$ cat src/hdl/bssp_pkg.sv
package bssp_pkg;

	typedef enum logic [1:0] {
		PH_IDLE    = 2'd0,
		PH_HEADER  = 2'd1,
		PH_COUNT   = 2'd2,
		PH_RECORDS = 2'd3
	} phase_t;

	localparam logic [2:0] KIND_NORMAL = 3'd0;
	localparam logic [2:0] KIND_BOXMIN = 3'd4;
	localparam logic [2:0] KIND_BOXMAX = 3'd5;
	localparam logic [2:0] KIND_TRUNC  = 3'd6;

	localparam logic [6:0] HEADER_BYTES = 7'd80;
	localparam logic [6:0] VEC_BYTES    = 7'd48;
	localparam logic [6:0] RECORD_LAST  = 7'd49;

	typedef struct packed {
		logic [2:0]  kind;
		logic [31:0] x;
		logic [31:0] y;
		logic [31:0] z;
		logic [31:0] idx;
		logic        last;
	} res_t;

	// Strict float a < b on raw single bits; false when either is NaN.
	function automatic logic f_lt(input logic [31:0] a, input logic [31:0] b);
		logic a_nan, b_nan, r;
		a_nan = (a[30:23] == 8'hFF) && (a[22:0] != 23'd0);
		b_nan = (b[30:23] == 8'hFF) && (b[22:0] != 23'd0);
		if (a_nan || b_nan)
			r = 1'b0;
		else if ((a[30:0] == 31'd0) && (b[30:0] == 31'd0))
			r = 1'b0;
		else if (a[31] != b[31])
			r = a[31];
		else if (a[31])
			r = a[30:0] > b[30:0];
		else
			r = a[30:0] < b[30:0];
		return r;
	endfunction

endpackage

$ cat src/hdl/bssp_box.sv
module bssp_box import bssp_pkg::*; (
	input  logic        clk,
	input  logic        arst_n,
	input  logic        clr,
	input  logic        upd,
	input  logic [31:0] vx,
	input  logic [31:0] vy,
	input  logic [31:0] vz,
	output logic [95:0] lo,
	output logic [95:0] hi
);
	logic        started_q;
	logic [95:0] lo_q, hi_q, v;

	assign v  = {vz, vy, vx};
	assign lo = lo_q;
	assign hi = hi_q;

	always_ff @(posedge clk or negedge arst_n) begin
		if (!arst_n) begin
			started_q <= 1'b0;
			lo_q <= '0;
			hi_q <= '0;
		end else if (clr) begin
			started_q <= 1'b0;
			lo_q <= '0;
			hi_q <= '0;
		end else if (upd) begin
			started_q <= 1'b1;
			for (int i = 0; i < 3; i++) begin
				if (!started_q || f_lt(v[i*32 +: 32], lo_q[i*32 +: 32]))
					lo_q[i*32 +: 32] <= v[i*32 +: 32];
				if (!started_q || f_lt(hi_q[i*32 +: 32], v[i*32 +: 32]))
					hi_q[i*32 +: 32] <= v[i*32 +: 32];
			end
		end
	end
endmodule

$ cat src/hdl/bssp_outq.sv
module bssp_outq import bssp_pkg::*; (
	input  logic clk,
	input  logic arst_n,
	input  logic push,
	input  logic [1:0] n_in,
	input  res_t r0,
	input  res_t r1,
	output logic space,
	output logic m_tvalid,
	input  logic m_tready,
	output res_t head
);
	// 4-entry FIFO; up to two results written per transfer
	res_t        mem_q [4];
	logic [1:0]  wp_q, rp_q;
	logic [2:0]  cnt_q;
	logic        pop;

	assign m_tvalid = cnt_q != 3'd0;
	assign head     = mem_q[rp_q];
	assign pop      = m_tvalid && m_tready;
	assign space    = cnt_q <= 3'd2;

	always_ff @(posedge clk) begin
		if (push && n_in != 2'd0) begin
			mem_q[wp_q] <= r0;
			if (n_in == 2'd2)
				mem_q[wp_q + 2'd1] <= r1;
		end
	end

	always_ff @(posedge clk or negedge arst_n) begin
		if (!arst_n) begin
			wp_q <= '0;
			rp_q <= '0;
			cnt_q <= '0;
		end else begin
			if (push)
				wp_q <= wp_q + n_in;
			if (pop)
				rp_q <= rp_q + 2'd1;
			cnt_q <= cnt_q + (push ? {1'b0, n_in} : 3'd0) - {2'b0, pop};
		end
	end
endmodule

$ cat src/hdl/binary_stl_stream_parser_top.sv
// Each result is written to the result FIFO on the byte transfer causing it.
// Throughput: one byte per cycle; a byte causing two results queues both,
// and input stalls when the 4-entry result FIFO lacks room for two.
// Reset (arst_n low, asynchronous): parser idle, counters, box and FIFO cleared.
module binary_stl_stream_parser_top import bssp_pkg::*; (
	input  logic         clk,
	input  logic         arst_n,
	input  logic         s_tvalid,
	output logic         s_tready,
	input  logic [7:0]   s_tdata,   // data_byte
	input  logic         s_tuser,   // start_of_file
	output logic         m_tvalid,
	input  logic         m_tready,
	output logic [127:0] m_tdata,   // x_bits, y_bits, z_bits, triangle_index
	output logic [2:0]   m_tuser,   // kind
	output logic         m_tlast    // last_of_run
);
	phase_t      phase_q, ph;
	logic [6:0]  pos_q;
	logic [23:0] part_q;
	logic [31:0] hx_q, hy_q, total_q, done_q;
	logic        acc, sof, box_upd;
	logic [31:0] word;
	logic [1:0]  k;
	logic [95:0] lo, hi;
	logic [1:0]  n;
	res_t        r0, r1, head;
	logic [3:0]  wi;
	logic [1:0]  comp, vec;
	logic        restart_mid;
	logic        vec_out, fin;

	assign acc  = s_tvalid && s_tready;
	assign sof  = s_tuser;
	assign k    = pos_q[1:0];
	assign word = {s_tdata, part_q};
	assign wi   = pos_q[5:2];
	always_comb begin
		unique case (wi)
			4'd0, 4'd3, 4'd6, 4'd9:  comp = 2'd0;
			4'd1, 4'd4, 4'd7, 4'd10: comp = 2'd1;
			default:                 comp = 2'd2;
		endcase
		vec = (wi < 4'd3) ? 2'd0 : (wi < 4'd6) ? 2'd1 : (wi < 4'd9) ? 2'd2 : 2'd3;
	end

	assign ph = sof ? PH_HEADER : phase_q;
	assign restart_mid = sof && phase_q != PH_IDLE;
	assign vec_out = ph == PH_RECORDS && !sof && pos_q < VEC_BYTES && k == 2'd3
		&& comp == 2'd2;
	assign fin = ph == PH_RECORDS && !sof && pos_q == RECORD_LAST
		&& done_q + 32'd1 == total_q;
	assign box_upd = acc && vec_out && vec != 2'd0;

	always_comb begin
		r0 = '0;
		r1 = '0;
		n  = 2'd0;
		if (restart_mid) begin
			r0.kind = KIND_TRUNC; r0.idx = done_q; r0.last = 1'b1; n = 2'd1;
		end else if (vec_out) begin
			r0.kind = {1'b0, vec}; r0.x = hx_q; r0.y = hy_q; r0.z = word;
			r0.idx = done_q; r0.last = 1'b1; n = 2'd1;
		end else if (fin) begin
			r0.kind = KIND_BOXMIN; r0.x = lo[31:0]; r0.y = lo[63:32];
			r0.z = lo[95:64]; r0.idx = total_q;
			r1.kind = KIND_BOXMAX; r1.x = hi[31:0]; r1.y = hi[63:32];
			r1.z = hi[95:64]; r1.idx = total_q; r1.last = 1'b1; n = 2'd2;
		end
	end

	always_ff @(posedge clk or negedge arst_n) begin
		if (!arst_n) begin
			phase_q <= PH_IDLE;
			pos_q <= '0;
			part_q <= '0;
			hx_q <= '0;
			hy_q <= '0;
			total_q <= '0;
			done_q <= '0;
		end else if (acc) begin
			if (sof) begin
				part_q <= '0; hx_q <= '0; hy_q <= '0;
				total_q <= '0; done_q <= '0;
			end
			unique case (ph)
				PH_HEADER: begin
					if ((sof ? 7'd0 : pos_q) + 7'd1 >= HEADER_BYTES) begin
						phase_q <= PH_COUNT; pos_q <= '0;
					end else begin
						phase_q <= PH_HEADER; pos_q <= (sof ? 7'd0 : pos_q) + 7'd1;
					end
				end
				PH_COUNT: begin
					if (k == 2'd3) begin
						total_q <= word; done_q <= '0; pos_q <= '0;
						phase_q <= (word == 32'd0) ? PH_IDLE : PH_RECORDS;
					end else begin
						pos_q <= pos_q + 7'd1;
						if (k == 2'd0) part_q <= {16'd0, s_tdata};
						else if (k == 2'd1) part_q[15:8] <= s_tdata;
						else part_q[23:16] <= s_tdata;
					end
				end
				PH_RECORDS: begin
					if (pos_q < VEC_BYTES) begin
						pos_q <= pos_q + 7'd1;
						if (k == 2'd0) part_q <= {16'd0, s_tdata};
						else if (k == 2'd1) part_q[15:8] <= s_tdata;
						else if (k == 2'd2) part_q[23:16] <= s_tdata;
						else if (comp == 2'd0) hx_q <= word;
						else if (comp == 2'd1) hy_q <= word;
					end else if (pos_q < RECORD_LAST) begin
						pos_q <= pos_q + 7'd1;
					end else begin
						pos_q <= '0;
						done_q <= done_q + 32'd1;
						if (fin) phase_q <= PH_IDLE;
					end
				end
				default: ;
			endcase
		end
	end

	bssp_box u_box (
		.clk, .arst_n,
		.clr(acc && sof), .upd(box_upd),
		.vx(hx_q), .vy(hy_q), .vz(word),
		.lo, .hi
	);

	bssp_outq u_q (
		.clk, .arst_n,
		.push(acc), .n_in(n), .r0, .r1,
		.space(s_tready), .m_tvalid, .m_tready, .head
	);

	assign m_tdata = {head.idx, head.z, head.y, head.x};
	assign m_tuser = head.kind;
	assign m_tlast = head.last;
endmodule

$ cat config.mk
export PLATFORM = sky130hd
export DESIGN_NAME = binary_stl_stream_parser_top
export DESIGN_NICKNAME = d
export VERILOG_FILES = /design/src/hdl/bssp_pkg.sv /design/src/hdl/bssp_box.sv /design/src/hdl/bssp_outq.sv /design/src/hdl/binary_stl_stream_parser_top.sv
export SDC_FILE = /design/constraint.sdc
export NUM_CORES = 2
export LEC_CHECK = 0
export ABC_AREA = 1
export BUFFER_PORTS_ARGS = -buffer_cell sky130_fd_sc_hd__buf_2
export CELL_PAD_IN_SITES_DETAIL_PLACEMENT = 1
export CELL_PAD_IN_SITES_GLOBAL_PLACEMENT = 1
export CORE_MARGIN = 2
export CORE_UTILIZATION = 43
export DETAILED_ROUTE_END_ITERATION = 8
export PLACE_DENSITY = 0.77
export SYNTH_ARGS = -nofsm -noshare
export SYNTH_HDL_FRONTEND = slang
export SYNTH_SLANG_ARGS = --single-unit
$ cat constraint.sdc
create_clock -name clk -period 5.3 [get_ports clk]
set_input_delay 0.265 -clock clk [delete_from_list [all_inputs] [get_ports clk]]
set_output_delay 0.265 -clock clk [all_outputs]
set_load 0.01 [all_outputs]
Word-level counts from Yosys, hierarchy flattened
Memories as Yosys holds them, arrays and structs flattened.
Cells that the tools add are included.
{"block": "totals", "regBits": 361, "latchBits": 0, "ram_bits": 528, "romBits": 32, "out_inout_bits": 134, "elab_cells": 276, "memories": 2}
{"block": "op_classes", "n_addsub": 8, "multipliers": 0, "n_div": 0, "n_lt_le_gt_ge": 19, "n_eq_ne": 30, "shifts": 0, "n_mux": 117, "bitwise_logic": 0, "reduce_logical": 83}
{"memory": "u_q.mem_q", "words": 4, "word_bits": 132, "rd": 1, "rd_ports_with_merged_regs": 0, "write_ports": 2, "line": "bssp_outq.sv:14", "source": "res_t mem_q [4];"}
{"memory": "(no name shown)", "words": 16, "word_bits": 2, "rd": 1, "rd_ports_with_merged_regs": 0, "write_ports": 0, "line": "binary_stl_stream_parser_top.sv:39", "source": "unique case (wi)"}
{"op": "$mux 32", "count": 28}
{"op": "$mux 96", "count": 5}
{"op": "$mux 132", "count": 3}
{"op": "$logic_not 31->1", "count": 9}
{"op": "$mux 131", "count": 2}
{"op": "$reduce_bool 23->1", "count": 9}
{"op": "$gt 31x31->1", "count": 6}
{"op": "$lt 31x31->1", "count": 6}
{"op": "$eq 8x8->1 const B", "count": 9}
{"op": "$mux 24", "count": 3}
{"op": "$pmux 32 s2", "count": 1}
{"op": "$pmux 24 s2", "count": 1}
{"op": "$mux 1", "count": 45}
{"op": "$mux 8", "count": 5}
{"op": "$mux 7", "count": 5}
{"op": "$mux 33", "count": 1}
{"op": "$add 32x1->32 const B", "count": 1}
{"op": "$eq 32x32->1", "count": 1}
{"op": "$logic_not 32->1", "count": 1}
{"op": "$mux 16", "count": 2}
{"op": "$logic_and 1x1->1", "count": 28}
{"op": "$mux 2", "count": 13}
{"op": "$pmux 7 s3", "count": 1}
{"op": "$reduce_bool 2->1", "count": 10}
{"op": "24 further kinds", "count": 62}

Longest topological paths before layout
{"block": "depth", "word_depth": 14, "depth_mapped": 22}

Modules after synthesis
From an unflattened synthesis, not the netlist that was laid out.
{"block": "unflattened", "hier_cells": 7427, "hier_area_um2": 54607.4}
{"mod": "bssp_outq", "instances": 1, "cells_each": 3498, "area_each_um2": 28431.0, "seq_area_each_um2": 16030.4}
{"mod": "bssp_box", "instances": 1, "cells_each": 2225, "area_each_um2": 14990.6, "seq_area_each_um2": 4829.6}
{"mod": "binary_stl_stream_parser_top", "instances": 1, "cells_each": 1704, "area_each_um2": 11185.7, "seq_area_each_um2": 4028.9}

Worst setup path before layout
Ideal clock, no wire load.
{"block": "synth_timing", "path_type": "register to register", "start": "register done_q[0]", "end": "memory u_q.mem_q[0][0] in the netlist's numbering (enable)", "arrival_time_ps": 4902, "t_required_ps": 4816, "slack_ps": -86, "path_stages_with_launch": 21, "synth_period_minus_slack_ps": 5386, "cell_sequence": "dfrtp_1 ha_1 nand2_1 nor2_4 nand2_2 nor2_2 nand2_1 nand2_1 nand2_1 nand2_1 nand2_1 nor2_1 nand2_1 nor2_1 nand4_1 nand2_2 nand2_1 inv_2 nor2_1 buf_2 inv_1"}
{"item": "start: declaration", "line": "binary_stl_stream_parser_top.sv:21", "source": "logic [31:0] hx_q, hy_q, total_q, done_q;"}
{"item": "start signal: assignment", "line": "binary_stl_stream_parser_top.sv:117", "source": "done_q <= done_q + 32'd1;"}
{"item": "end: declaration", "line": "bssp_outq.sv:14"}

==> summary.md <==
| Metric | Value |
|---|---|
| Reg-to-Reg End | `u_q.mem_q[2][2]$_DFFE_PP_` |
| Critical Path End | `u_q.mem_q[2][2]$_DFFE_PP_` |
| Yosys reg bits | `between 800 and 900` |
| DR iter-0 viols | `approximately 5400` |
| VDD IR max | `approximately 0.00055 V` |
| WL final | `between 200000 and 250000 um` |
| Net Sw Power | `around 0.014 W` |
| Post-synth top cells | `1361 x nand2_1, 1133 x nor2_1, 564 x o21ai_0` |
| Final setup fails | `0` |
| Worst Hold Class | `in -> reg` |
| Pre-Repair DR Iteration Count | `6` |
| DRC | `0` |
| Postcts setup bufs | `0` |
| Cell area power density | `531.0 mW/mm2` |
| Post-Syn Instances | `between 6000 and 7000` |
| Sw Share | `0.4673` |
| CTS buffer count | `102` |
| Max Cap Viol | `0` |
| Fillers | `approximately 15000` |
| Relative slew slack | `0.1802` |
| Largest net degree at the start of global routing | `roughly 150` |
| Core area | `0.1203 mm2` |
| Final HPWL DP | `146700 um` |
| Synth Warn # | `0` |
| Crit-path most repeated cell | `nand2_1` |
| Status | `finished clean` |
| Final TNS setup | `0 ns` |
| CTS H-tree lvls | `3` |
| Fmax | `206.0 MHz` |
| Num rows | `between 100 and 150` |
| Sequential area share after synthesis | `0.4754` |
| Crit end category | `flip-flop` |
| Detail Route Antenna Nets | `0` |
| Syn_nets | `roughly 6800` |
| Worst Setup SP | `done_q[3]$_DFFE_PN0P_` |
| Most frequent cell after synthesis | `nand2_1` |
| Period minus WS final | `just under 5 ns` |
| Area leader, netlist | `edfxtp_1` |
| Worst EP arrival | `5.40 ns` |
| Slew @ Worst Pin | `~1.2 ns` |
| Post-synth cell types | `57` |
| Number of synthesized flops with an enable pin | `around 520` |
| Hold WS | `0.03755 ns` |
| Internal power | `~0.016 W` |
| Prevailing post-synth register cell | `edfxtp_1` |
| Comb power frac | `0.443` |
| FF-to-FF setup slack | `approximately 0.45 ns` |
| Total die area | `around 0.12 mm2` |
| Clk sink count | `between 800 and 900` |
| Vias/cell | `between 6 and 7` |
| Layout cell share with drive strength beyond 1 | `0.07450` |
| Antenna violations before repair | `14` |
| Overall routing resource usage | `0.3470` |
| Clock Latency Late Sink | `roughly 0.72 ns` |
| Max Slew Vio Count | `0` |
| IO Port Bufs | `146` |
| Sequential power share | `0.315` |
| Die height | `~350 um` |
| Ports | `approximately 150` |
| Vias in the first global route | `52350` |
| CTS tree | `done` |
| Final Skew | `around 0.031 ns` |
| Vias | `~51000` |
| Longest Clk Path Bufs | `3` |
| Clock transition at the registers of the reported paths | `0.06 ns` |
| Syn avg cell area | `between 7 and 8 um2` |
| Die width | `around 350 um` |
| RD Place Congestion | `around 0.98` |
| Crit share post-route | `0.9160` |
| Initial cell density of the core | `0.4345` |
| GRT overflow | `0` |
| Unrepaired setup endpoints after global routing | `false` |
| Largest stage delay on the critical path | `around 0.62 ns` |
| Cell count along the critical path | `19` |
| Nets@finish | `between 6000 and 7000` |
| P_leak | `roughly 23 nW` |
| First-pass GRT wire length | `~330000 um` |
| Ys async rst share | `0.4061` |
| Critical R2R Launch | `done_q[3]$_DFFE_PN0P_` |
| Largest cells by area after synthesis | `edfxtp_1 30%, dfrtp_1 17%, nand2_1 9.8%, nor2_1 8.1%, o21ai_0 5.4%` |
| CP startpoint kind | `flip-flop` |
| Cells along the critical path | `nand2_1 > nor2_4 > nand2_2 > nor2_1 > nand2_1 > nand2_1 > nand2_1 > nand2_1 > nand2_1 > nor2_1 > nand2_1 > nor2_1 > nand4_1 > nand2_4 > nand2_1 > nand2_8 > inv_1 > buf_4 > nor2_1` |
| Mapped cell area | `roughly 0.052 mm2` |
| CP Buf/Inv Count | `2` |
| Crit Path Category | `reg -> reg` |
| CP Max Fanout | `72` |
| Critical-path top delay cell | `nand2_8` |
| Worst reg2reg path depth | `19` |
| Clock root buffer master | `clkbuf_16` |
| Crit path max-delay family | `simple AND/OR/NAND/NOR gates` |
| Synth-to-layout area growth | `11.12%` |
| Worst EP required | `about 5.8 ns` |
| Synth top area share | `0.3010` |
| Clock share of power | `0.241` |
| WL/cell | `between 20 and 30 um` |
| Fin. Hold Viols | `0` |
## cells in the final DEF (no fill, tap or decap), types with 13 or more instances in the layout
cell type | netlist | routed
buf_12 | 0 | 30
clkinv_2 | 0 | 32
buf_2 | 85 | 145
clkbuf_16 | 0 | 105
nand3_1 | 390 | 388
edfxtp_1 | 524 | 524
nand2_1 | 1361 | 1358
o211ai_1 | 21 | 21
nor3_1 | 32 | 32
ha_1 | 201 | 201
dfrtp_1 | 361 | 359
buf_4 | 19 | 89
o21ai_1 | 14 | 13
o22ai_1 | 247 | 247
inv_1 | 542 | 537
nor4_1 | 43 | 43
a21oi_1 | 187 | 187
nand4_1 | 374 | 374
a22oi_1 | 40 | 40
o21ai_0 | 564 | 564
nor2_1 | 1133 | 1126
clkbuf_1 | 308 | 15
## flip-flops by register name (all words and copies together) (netlist names)
register         flops
u_q.mem_q          528
u_box.hi            96
u_box.lo            96
done_q              32
hx_q                32
hy_q                32
total_q             32
part_q              24
pos_q                7
u_q.cnt_q            3
phase_q              2
u_q.rp_q             2
u_q.wp_q             2
u_box.started_q      1
## layer usage
metal / share of wire / up-vias / GRT usage
li1: - / 22550 / -
met1: 0.42 / 25940 / 0.4747
met2: 0.45 / 2413 / 0.5420
met3: 0.088 / 515 / 0.05790
met4: 0.043 / 16 / 0.1523
met5: 0.00041 / - / 0
## per-stage QoR
stage	setup WS [ns]	total power (W)	std cells	area, um2	utilization
final	0.4450	0.03084	8246	58080	0.4829
after detailed placement	0.7052	0.02311	8052	54610	0.4540
after global routing	0.2030	0.03242	8243	58070	0.4828
after floorplan	0.5610	0.01747	6610	52270	-
after global placement	0.8550	0.02267	8052	54610	0.4540
after CTS	0.6109	0.03057	8243	58070	0.4828
## cells by family after synthesis
family | Yosys count | share of synthesized area
adder cells (fa/ha/maj) | 202 | 0.04850
buffers and inverters | 994 | 0.07538
AND/OR/NAND/NOR | 3367 | 0.2746
AO/OA/AOI/OAI | 1145 | 0.1237
XOR/XNOR | 13 | 0.002442
flip-flops | 889 | 0.4754
## power by group through the flow
| stage | registers (W) | logic [W] | clock network, W |
|---|---|---|---|
| after floorplan | 0.00917 | 0.00829 | 0 |
| after global placement | 0.00974 | 0.0129 | 0 |
| after detailed placement | 0.00979 | 0.0133 | 0 |
| after CTS | 0.00967 | 0.0134 | 0.00747 |
| after global routing | 0.00984 | 0.0149 | 0.00771 |
| final | 0.00973 | 0.0137 | 0.00744 |
## worst register-to-register path: stages (launching register included)
cell and delay, ns:
dfrtp_1 0.53, nand2_1 0.21, nor2_4 0.16, nand2_2 0.12
nor2_1 0.37, nand2_1 0.18, nand2_1 0.16, nand2_1 0.07
nand2_1 0.12, nand2_1 0.07, nor2_1 0.14, nand2_1 0.06
nor2_1 0.20, nand4_1 0.44, nand2_4 0.41, nand2_1 0.22
nand2_8 0.62, inv_1 0.11, buf_4 0.29, nor2_1 0.20
## worst min-delay path by stage
stage	startpoint	endpoint	slack, ns	cells after the start
after floorplan	arst_n	done_q[0]$_DFFE_PN0P_	-0.03	0
after global placement	arst_n	total_q[25]$_DFFE_PN0P_	0.35	1
after detailed placement	arst_n	total_q[25]$_DFFE_PN0P_	0.36	1
after CTS	s_tdata[4]	part_q[12]$_DFFE_PN0P_	0.005	3
after global routing	s_tdata[7]	u_box.hi[95]$_DFFE_PN0P_	0.06	5
final	s_tdata[7]	u_box.lo[95]$_DFFE_PN0P_	0.04	5
## area by class of cell
cell class | count | area, um2 | area share
diodes | 3 | 7.507 | 0.0001293
clock buffers | 127 | 2780 | 0.04787
clock inverters | 62 | 660.6 | 0.01137
inverters | 559 | 2125 | 0.03658
multi-input cells | 4727 | 23610 | 0.4064
flip-flops and latches | 889 | 24860 | 0.4280
well taps | 1612 | 2017 | 0.03473
repair buffers | 267 | 2029 | 0.03494
## timing repair
action / 4_1_cts / 5_1_grt
hold buffers: 2 / 0
endpoints found under the hold margin: 76 / 0
gates resized for setup: 0 / 0
Note: power is estimated with default switching activity, not from simulation.
